==> src/rtl/core/sm3_hash_engine_assert.svh <==
// Assertion macros for the SM3 hash engine.
// Used by sm3_hash_engine.sv; no other dependencies.
`ifndef SM3_HASH_ENGINE_ASSERT_SVH
`define SM3_HASH_ENGINE_ASSERT_SVH

`define SM3_ASSERT_IMP(label, clk, rst, lhs, rhs) \
   label: assert property (@(posedge clk) disable iff (rst) (lhs) |-> (rhs)) \
      else $error("assertion failed");

`define SM3_ASSERT_NEXT(label, clk, rst, lhs, rhs) \
   label: assert property (@(posedge clk) disable iff (rst) (lhs) |=> (rhs)) \
      else $error("assertion failed");

`endif

==> src/rtl/core/sm3_pkg.sv <==
// Shared types and constants for the SM3 hash engine.
// No dependencies.
package sm3_pkg;

   typedef struct packed {
      logic [31:0] message_word;
      logic [2:0]  bytes_valid;
      logic        last_word;
   } req_type;

   typedef struct packed {
      logic [31:0] digest_word;
      logic [2:0]  digest_index;
      logic        digest_last;
   } rsp_type;

   localparam logic [2:0] CSR_IV_MODE     = 3'd0;
   localparam logic [2:0] CSR_IV_PAIR_01  = 3'd1;
   localparam logic [2:0] CSR_IV_PAIR_23  = 3'd2;
   localparam logic [2:0] CSR_IV_PAIR_45  = 3'd3;
   localparam logic [2:0] CSR_IV_PAIR_67  = 3'd4;
   localparam logic [2:0] CSR_LENGTH_BIAS = 3'd5;

   localparam logic [31:0] T_LOW  = 32'h79CC4519;
   localparam logic [31:0] T_HIGH = 32'h7A879D8A;
   localparam logic [31:0] PAD    = 32'h80000000;

   localparam logic [255:0] STD_IV = {
      32'h7380166f, 32'h4914b2b9, 32'h172442d7, 32'hda8a0600,
      32'ha96f30bc, 32'h163138aa, 32'he38dee4d, 32'hb0fb0e4e};

   // round controls shared by the sequencer and the round unit
   typedef struct packed {
      logic       start;
      logic       step;
      logic [5:0] round;
   } rnd_ctl_type;

   function automatic logic [31:0] rotl(input logic [31:0] x, input logic [4:0] n);
      logic [63:0] d;
      d = {x, x} << n;
      return d[63:32];
   endfunction

   function automatic logic [31:0] p0(input logic [31:0] x);
      return x ^ rotl(x, 5'd9) ^ rotl(x, 5'd17);
   endfunction

   function automatic logic [31:0] p1(input logic [31:0] x);
      return x ^ rotl(x, 5'd15) ^ rotl(x, 5'd23);
   endfunction

endpackage

==> src/rtl/core/sm3_round.sv <==
// SM3 compression round unit: one round per cycle, with message expansion.
// Depends on sm3_pkg.
module sm3_round (
   input  logic                 clock,
   input  sm3_pkg::rnd_ctl_type ctl,
   input  logic [511:0]         block_in,
   input  logic [255:0]         cv_in,
   output logic [255:0]         state_out
);
   logic [31:0] w_ff [16];
   logic [31:0] w_in [16];
   logic [31:0] r_ff [8];
   logic [31:0] r_in [8];
   logic [31:0] nw, wj, wpj, tj, a12, ss1, ss2, ff, gg, tt1, tt2;
   logic [5:0]  j;
   logic [3:0]  k;

   always_comb begin
      j   = ctl.round;
      k   = j[3:0] + 4'd4;
      nw  = sm3_pkg::p1(w_ff[k] ^ w_ff[k + 4'd7] ^ sm3_pkg::rotl(w_ff[k + 4'd13], 5'd15))
            ^ sm3_pkg::rotl(w_ff[k + 4'd3], 5'd7) ^ w_ff[k + 4'd10];
      for (int i = 0; i < 16; i++) w_in[i] = w_ff[i];
      if (j >= 6'd12) w_in[k] = nw;
      wj  = w_in[j[3:0]];
      wpj = wj ^ w_in[k];
      tj  = (j < 6'd16) ? sm3_pkg::T_LOW : sm3_pkg::T_HIGH;
      a12 = sm3_pkg::rotl(r_ff[0], 5'd12);
      ss1 = sm3_pkg::rotl(a12 + r_ff[4] + sm3_pkg::rotl(tj, j[4:0]), 5'd7);
      ss2 = ss1 ^ a12;
      if (j < 6'd16) begin
         ff = r_ff[0] ^ r_ff[1] ^ r_ff[2];
         gg = r_ff[4] ^ r_ff[5] ^ r_ff[6];
      end else begin
         ff = (r_ff[0] & r_ff[1]) | (r_ff[0] & r_ff[2]) | (r_ff[1] & r_ff[2]);
         gg = (r_ff[4] & r_ff[5]) | (~r_ff[4] & r_ff[6]);
      end
      tt1 = ff + r_ff[3] + ss2 + wpj;
      tt2 = gg + r_ff[7] + ss1 + wj;
      r_in[0] = tt1;
      r_in[1] = r_ff[0];
      r_in[2] = sm3_pkg::rotl(r_ff[1], 5'd9);
      r_in[3] = r_ff[2];
      r_in[4] = sm3_pkg::p0(tt2);
      r_in[5] = r_ff[4];
      r_in[6] = sm3_pkg::rotl(r_ff[5], 5'd19);
      r_in[7] = r_ff[6];
      for (int i = 0; i < 8; i++) state_out[255 - 32*i -: 32] = r_ff[i];
   end

   always_ff @(posedge clock) begin
      if (ctl.start) begin
         for (int i = 0; i < 16; i++) w_ff[i] <= block_in[511 - 32*i -: 32];
         for (int i = 0; i < 8; i++) r_ff[i] <= cv_in[255 - 32*i -: 32];
      end else if (ctl.step) begin
         w_ff <= w_in;
         r_ff <= r_in;
      end
   end
endmodule

==> config.mk <==
export PLATFORM = sky130hd
export DESIGN_NAME = sm3_round
export DESIGN_NICKNAME = d
export VERILOG_FILES = /design/src/rtl/core/sm3_hash_engine_assert.svh /design/src/rtl/core/sm3_pkg.sv /design/src/rtl/core/sm3_round.sv
export SDC_FILE = /design/constraint.sdc
export NUM_CORES = 2
export LEC_CHECK = 0
export BUFFER_PORTS_ARGS = -buffer_cell sky130_fd_sc_hd__buf_2
export CAP_MARGIN = 20
export CORE_AREA = 2 2 406 408
export CTS_CLUSTER_DIAMETER = 60
export DETAILED_ROUTE_END_ITERATION = 10
export DIE_AREA = 0 0 408 410
export SLEW_MARGIN = 10
export SYNTH_ARGS = -nofsm -noshare
export SYNTH_HDL_FRONTEND = slang
export SYNTH_SLANG_ARGS = --single-unit
export TNS_END_PERCENT = 20
==> constraint.sdc <==
create_clock -name clock -period 43.8 [get_ports clock]
set_input_delay 8.76 -clock clock [delete_from_list [all_inputs] [get_ports clock]]
set_output_delay 8.76 -clock clock [all_outputs]
set_load 0.03 [all_outputs]
# ---- Word level (Yosys, flattened, before mapping)
# Index checks and enable logic that the tools add are counted.
dict set report classes {
  addsub 13
  n_mul 0
  div 0
  magnitude_cmp 9
  n_eq_ne 0
  shift 1
  mux 32
  bitwise 29
  n_reduce_logical 2
}
# cell count
set op_table {}
lappend op_table {{$mux W512} 3}
lappend op_table {{$bmux W32 S4} 7}
lappend op_table {{$mux W32} 17}
lappend op_table {{$bwmux W512} 1}
lappend op_table {{$mux W256} 2}
lappend op_table {{$xor A32 B32 Y32} 14}
lappend op_table {{$add A32 B32 Y32} 8}
lappend op_table {{$and A32 B32 Y32} 5}
lappend op_table {{$demux W32 S4} 1}
lappend op_table {{$or A32 B32 Y32} 3}
lappend op_table {{$shl A63 B5 Y64} 1}
lappend op_table {{$not A32 Y32} 1}
lappend op_table {{$ge A5 B5 Y1 const B} 6}
lappend op_table {{$not A4 Y5} 6}
lappend op_table {{$mux W26} 1}
lappend op_table {{$add A4 B3 Y4 const B} 2}
lappend op_table {{$add A4 B4 Y4 const B} 2}
lappend op_table {{$ge A6 B4 Y1 const B} 1}
lappend op_table {{$lt A6 B5 Y1 const B} 1}
lappend op_table {{$lt A5 B1 Y1 const B} 1}
lappend op_table {{$add A4 B2 Y4 const B} 1}
lappend op_table {{$reduce_bool A2 Y1} 1}
lappend op_table {{$logic_and A1 B1 Y1} 1}
dict set report totals {
  ff_bits 768
  latchBits 0
  ram_bits 0
  romBits 0
  inputBits 777
  elab_cells 110
  n_memories 0
}

# ---- Longest topological paths before layout
dict set report depth {
  ltp_word 22
  ltp_mapped 56
  depth_no_buf 48
}

# ---- Worst setup path after synthesis
# No wires, ideal clock.
dict set report synth_timing {
  path_kind {input -> register}
  from {input ctl[0] (netlist name)}
  to {register r_ff (netlist bit state_out[110]) (data pin)}
  arrival_ns 19.904
  t_required_ns 43.540
  slack_ns 23.636
  path_stages 45
  path_buffers 11
  cell_sequence {buf_2 inv_2 buf_2 clkbuf_1 clkbuf_1 clkbuf_1 clkbuf_1 ha_1 buf_2 buf_4 buf_2 buf_1 mux4_2 mux4_2 xor2_1 xnor2_1 xor2_1 xnor2_1 [9 not listed] ha_1 inv_1 fa_1 nor2b_1 o21ai_0 a21boi_0 o21ai_0 a21oi_1 o21ai_0 a31o_2 a2111oi_0 o21a_1 nor2_1 o21ai_0 a21o_1 a21oi_1 xnor3_1 mux2_2}
}
dict set report synth_via {
  elab_chain_len 22
  word_cells_on_any_way 55
  cone_classes {add/sub (9); order compare (4); shift (1); mux (26); bitwise (14); reduce/logical (1)}
}
# element line
set synth_lines {}
lappend synth_lines {{start, declared} sm3_round.sv:5} ;# input sm3_pkg::rnd_ctl_type ctl,
lappend synth_lines {{$add A4 B3 Y4} sm3_round.sv:20} ;# k = j[3:0] + 4'd4;
lappend synth_lines {{$add A4 B3 Y4} sm3_round.sv:21} ;# nw = sm3_pkg::p1(w_ff[k] ^ w_ff[k + 4'd7] ^ sm3_pkg::rotl(w_ff[k + 4'd13], 5'd15))
lappend synth_lines {{$not A4 Y5 (not written as such)} sm3_round.sv:21}
lappend synth_lines {{$bmux W32 S4} sm3_round.sv:21}
lappend synth_lines {{$mux W32 (not written as such) (2 in series)} sm3_round.sv:21}
lappend synth_lines {{$xor A32 B32 Y32 (2 in series)} sm3_round.sv:21}
lappend synth_lines {{$xor A32 B32 Y32 (2 in series)} sm3_pkg.sv:50} ;# return x ^ rotl(x, 5'd15) ^ rotl(x, 5'd23);
lappend synth_lines {{$xor A32 B32 Y32 (2 in series)} sm3_round.sv:22} ;# ^ sm3_pkg::rotl(w_ff[k + 4'd3], 5'd7) ^ w_ff[k + 4'd10];
lappend synth_lines {{$bwmux W512} sm3_round.sv:24} ;# if (j >= 6'd12) w_in[k] = nw;
lappend synth_lines {{$mux W512} sm3_round.sv:24}
lappend synth_lines {{$bmux W32 S4} sm3_round.sv:25} ;# wj = w_in[j[3:0]];
lappend synth_lines {{$mux W32 (not written as such) (2 in series)} sm3_round.sv:25}
lappend synth_lines {{$add A32 B32 Y32 *} sm3_round.sv:39} ;# tt2 = gg + r_ff[7] + ss1 + wj;
lappend synth_lines {{$xor A32 B32 Y32} sm3_pkg.sv:46} ;# return x ^ rotl(x, 5'd9) ^ rotl(x, 5'd17);
lappend synth_lines {{$xor A32 B32 Y32 *} sm3_pkg.sv:46}
lappend synth_lines {{$mux W256 *} sm3_round.sv:55} ;# end else if (ctl.step) begin
lappend synth_lines {{$mux W256 *} sm3_round.sv:52} ;# if (ctl.start) begin
lappend synth_lines {{end signal, assigned} sm3_round.sv:57} ;# r_ff <= r_in;
lappend synth_lines {{end, declared} sm3_round.sv:12} ;# logic [31:0] r_ff [8];
# Mark *: on every way between the ends. The rest lies on a longest branch, timed or not. The select of a mux whose other input is x is not followed.
# A chain may end at the register's enable or synchronous reset.

# ---- Worst setup path after layout
dict set report layout_timing {
  from {input ctl[0] (netlist name)}
  to {register r_ff (netlist bit state_out[254]) (data pin)}
}
dict set report layout_via {
  elab_chain_len 21
  word_cells_on_any_way 58
  cone_classes {add/sub (9); order compare (4); shift (1); mux (29); bitwise (14); reduce/logical (1)}
}
# element line
set layout_lines {}
lappend layout_lines {{$add A4 B3 Y4} sm3_round.sv:20}
lappend layout_lines {{$add A4 B3 Y4} sm3_round.sv:21}
lappend layout_lines {{$not A4 Y5 (not written as such)} sm3_round.sv:21}
lappend layout_lines {{$bmux W32 S4} sm3_round.sv:21}
lappend layout_lines {{$mux W32 (not written as such) (2 in series)} sm3_round.sv:21}
lappend layout_lines {{$xor A32 B32 Y32 (2 in series)} sm3_round.sv:21}
lappend layout_lines {{$xor A32 B32 Y32 (2 in series)} sm3_pkg.sv:50}
lappend layout_lines {{$xor A32 B32 Y32 (2 in series)} sm3_round.sv:22}
lappend layout_lines {{$bwmux W512} sm3_round.sv:24}
lappend layout_lines {{$mux W512} sm3_round.sv:24}
lappend layout_lines {{$bmux W32 S4, on equally long branches} {sm3_round.sv:25, sm3_round.sv:26}}
lappend layout_lines {{$mux W32, on equally long branches (2 in series)} {sm3_round.sv:25, sm3_round.sv:26}}
lappend layout_lines {{$xor A32 B32 Y32} sm3_round.sv:26} ;# wpj = wj ^ w_in[k];
lappend layout_lines {{$add A32 B32 Y32 *} sm3_round.sv:38} ;# tt1 = ff + r_ff[3] + ss2 + wpj;
lappend layout_lines {{$mux W256 *} sm3_round.sv:55}
lappend layout_lines {{$mux W256 *} sm3_round.sv:52}
# Marked as above.

==> impl_summary.md <==
CTS
The count of hold-fix buffers inserted at cts is 0. The tree is rooted in a sky130_fd_sc_hd__clkbuf_16. Clock-pin slew was measured on the worst setup and hold paths at 60 ps. The clock latency reported for the late side of the worst-skew pair is 770 ps. The number of buffers inserted during clock tree synthesis is 114. The buffers inserted during post-CTS setup optimization is 0.

Gates resized during post-CTS repair numbered 0. For this design, the sink count on the clock tree is 768. The buffer levels on the longest clock path is 3. The TritonCTS clock tree is yes.

The H-tree depth reported by CTS is 3.

Global routing
The first-pass GRT wire length is 458,000 um. The global-route usage over all layers is 38.5%. The via count of the first global-routing pass was 59,500. Entering global routing, the biggest net connects 160 pins. The remaining global-route overflow is 0. The number of antenna violations at the first check in global routing is 55.

Layout
The post-route netlist has 34.6% of its cells at a drive strength greater than 1. The number of standard cells in the layout, taps in and fillers out is 9,693. The post-layout net count is 8,454. Compared with the post-synthesis result, the final layout area differs by 15.2%. The final standard cell area without fillers is 0.0839 mm^2.

After filler insertion, the fill cell instance count of the layout stands at 14,700.

Synthesis
The number of instances in the synthesized netlist is 6,599. Sorting the synthesized cells by area gives the leading types as sky130_fd_sc_hd__edfxtp_1 (32%), sky130_fd_sc_hd__mux4_2 (20%), sky130_fd_sc_hd__mux2_2 (7.9%), sky130_fd_sc_hd__mux2i_1 (5.7%), sky130_fd_sc_hd__fa_1 (5.2%). The post-synthesis net count is 7,675. The most common cell in the synthesized netlist is sky130_fd_sc_hd__edfxtp_1. In this run, synthesis inferred 768 flip-flops with an integrated enable.

The async set or reset register ratio after synthesis is 0%. The post-synthesis area per instance is 11.0 um^2. The count of cell types in the netlist is 69. Ranked by instance count, the synthesized netlist is headed by sky130_fd_sc_hd__edfxtp_1 (768), sky130_fd_sc_hd__nand2_1 (695), sky130_fd_sc_hd__mux4_2 (659). The cell type contributing the most total cell area after synthesis is sky130_fd_sc_hd__edfxtp_1. The post-synthesis sequential area ratio is 31.7%. In the synthesized netlist the dominant register cell turns out to be sky130_fd_sc_hd__edfxtp_1. The yosys synthesis warning count is 0. The synthesized design contains 768 register bits. The share of Yosys cell area claimed by the top area cell type is 31.7%. The synthesized netlist occupies a cell area of 0.0728 mm^2.

Routing
After detailed routing, the total wire length is 330,000 um. Dividing the detail-routed wire length by the instance count gives 34.1 um. In the routed design, unresolved DRC markers number 0.

The routed layout has 62,700 vias. The detailed-route vias per instance is 6.47. The count of antenna-violating nets left after detailed routing is 0.

The number of detailed-routing iterations run before antenna repair is 6. After the first detailed-routing iteration, the DRC count stood at 9,316.

Timing
The maximum clock frequency is 0.0492 GHz. Setup violations remaining at the end of the flow were counted as 0. In the final timing run, aggregate negative setup slack is 0 ps. The ratio of final minimum period to clock period is 46.4%. At the pin with the least slew margin, the transition time is 1180 ps. Setup repair after global routing left no endpoint under its margin. The setup slack after layout is 23,490 ps. The final worst clock skew is 45.5 ps.

The final hold violation count was 0. The number of max-slew violations in the final report came to 0. The worst slew slack as a fraction of its limit is 20.7%. The worst path in the final design needs a cycle of 20,310 ps, including I/O delays and setup.

Die
The die outline area is 0.167 mm^2. The floorplan has 149 rows. In this run the standard cell core region covers 0.163 mm^2. For this configuration, the core starts out at a cell density of 44.5%. The die boundary width is 408 um.

For this design the top-level I/O count stands at 1,033. The vertical die dimension is 410 um.

Worst setup path
The critical path in this run is classified as primary input to flip-flop. Data arrives at the worst endpoint at 20,800 ps. The slowest cell on the critical path is sky130_fd_sc_hd__ha_4.

The delay of the slowest cell on the worst path is 1020 ps. The worst setup path is captured at a flip-flop. The highest net fanout along the worst path is 126. The number of buffers and inverters on the critical path is 5. STA classifies the critical path startpoint as a primary input.

The family with the most delay on the worst path is compound AO/OA/AOI/OAI gates. The worst endpoint required time is 44,290 ps.

Placed design
OpenSTA, run right after detailed placement, puts the worst setup slack at 22,940 ps. Once detailed placement completed, the half-perimeter wirelength came to 251,000 um. The number of cells in the design after placement is 9,450. Routability-driven placement finished with a final weighted congestion of 1.00. The number of input and output port buffers inserted is 1,032. The placed instances occupy a cell area of 0.0800 mm^2.

Hold path
The type of the worst min-delay path is flip-flop to flip-flop.

Outcome
The flow ran to the end, and the final reports show no timing, DRC or antenna violations.

Flow run
The count of maximum capacitance violations is 0.
-- metrics by stage --
step | hold slack, ps | utilization, %
after floorplan | 637 | -
after global placement | 632 | 49.0
after detailed placement | 638 | 49.0
after CTS | 649 | 51.2
after global routing | 677 | 51.3
final | 653 | 51.3
-- state kept, by name, indices dropped and copies added, names as in the netlist --
| register | flops |
|---|---|
| w_ff | 512 |
| state_out | 256 |
-- worst paths after layout --
| path | to | from | slack, ps | cells after the start |
|---|---|---|---|---|
| worst min-delay path | state_out[186] | state_out[209] | 650 | 1 |
| worst min register to register | state_out[186] | state_out[209] | 650 | 1 |
| worst max register to register | state_out[110] | state_out[98] | 33640 | 35 |
| worst max-delay path | state_out[254] | ctl[0] | 23490 | 32 |
-- area by class of cell --
cell class | instances | area [um^2] | area share, %
tap | 2189 | 2740 | 3.27
antenna | 27 | 67.6 | 0.0806
timing repair buffer | 1172 | 6390 | 7.62
inverter | 394 | 1500 | 1.78
sequential | 768 | 23100 | 27.5
clock buffer | 137 | 3000 | 3.58
clock inverter | 78 | 728 | 0.868
multi-input combinational | 4928 | 46400 | 55.3
-- routing by layer --
metal  global-route usage (%)  up-vias  routed length [um]
met1                     52.2    31400              127000
met4                     21.1       26               20500
met5                        0        -                 160
met3                     11.7      677               42200
li1                         -    26100                   -
met2                     55.0     4418              140000
-- logic make-up (layout without fill, tap and decap cells) --
logic type | count (synthesis) | in the layout | synth area share, %
AOI/OAI and AO/OA | 1214 | 1214 | 9.11
xor gates and xnor gates | 420 | 420 | 5.24
adders and majority gates | 299 | 299 | 7.08
buffers and inverters | 903 | 1781 | 4.92
DFF | 768 | 768 | 31.7
muxes | 1598 | 1598 | 34.2
other | 0 | 27 | 0
and+or+nand+nor | 1397 | 1397 | 7.75
-- cells in the final DEF, fill, tap and decap left out, types with 9 or more instances in the layout --
cell type,n
sky130_fd_sc_hd__a211oi_1,65
sky130_fd_sc_hd__a21oi_1,453
sky130_fd_sc_hd__buf_4,130
sky130_fd_sc_hd__clkbuf_16,117
sky130_fd_sc_hd__edfxtp_1,768
sky130_fd_sc_hd__fa_1,188
sky130_fd_sc_hd__nor3_1,107
sky130_fd_sc_hd__a31oi_1,34
sky130_fd_sc_hd__inv_1,388
sky130_fd_sc_hd__clkinvlp_4,13
sky130_fd_sc_hd__mux2_1,15
sky130_fd_sc_hd__o21ai_1,226
sky130_fd_sc_hd__clkbuf_1,20
sky130_fd_sc_hd__mux4_2,659
sky130_fd_sc_hd__o31ai_1,11
sky130_fd_sc_hd__o21ai_0,312
sky130_fd_sc_hd__mux2i_1,411
sky130_fd_sc_hd__nand2_1,679
sky130_fd_sc_hd__nor2b_1,35
sky130_fd_sc_hd__nand3_1,23
sky130_fd_sc_hd__xnor2_2,10
sky130_fd_sc_hd__nand2b_1,9
sky130_fd_sc_hd__clkinv_1,10
sky130_fd_sc_hd__o21bai_1,18
sky130_fd_sc_hd__xnor2_1,246
sky130_fd_sc_hd__mux2_2,513
sky130_fd_sc_hd__o211ai_1,10
sky130_fd_sc_hd__buf_2,1028
sky130_fd_sc_hd__clkinv_2,20
sky130_fd_sc_hd__diode_2,27
sky130_fd_sc_hd__buf_12,10
sky130_fd_sc_hd__nor2_1,483
sky130_fd_sc_hd__inv_6,18
sky130_fd_sc_hd__xor2_1,150
sky130_fd_sc_hd__a21o_1,38
sky130_fd_sc_hd__ha_1,108
Power is left out: the tool's default activity adds up to more than one toggle a clock period on the data nets, which glitch-free logic cannot reach.
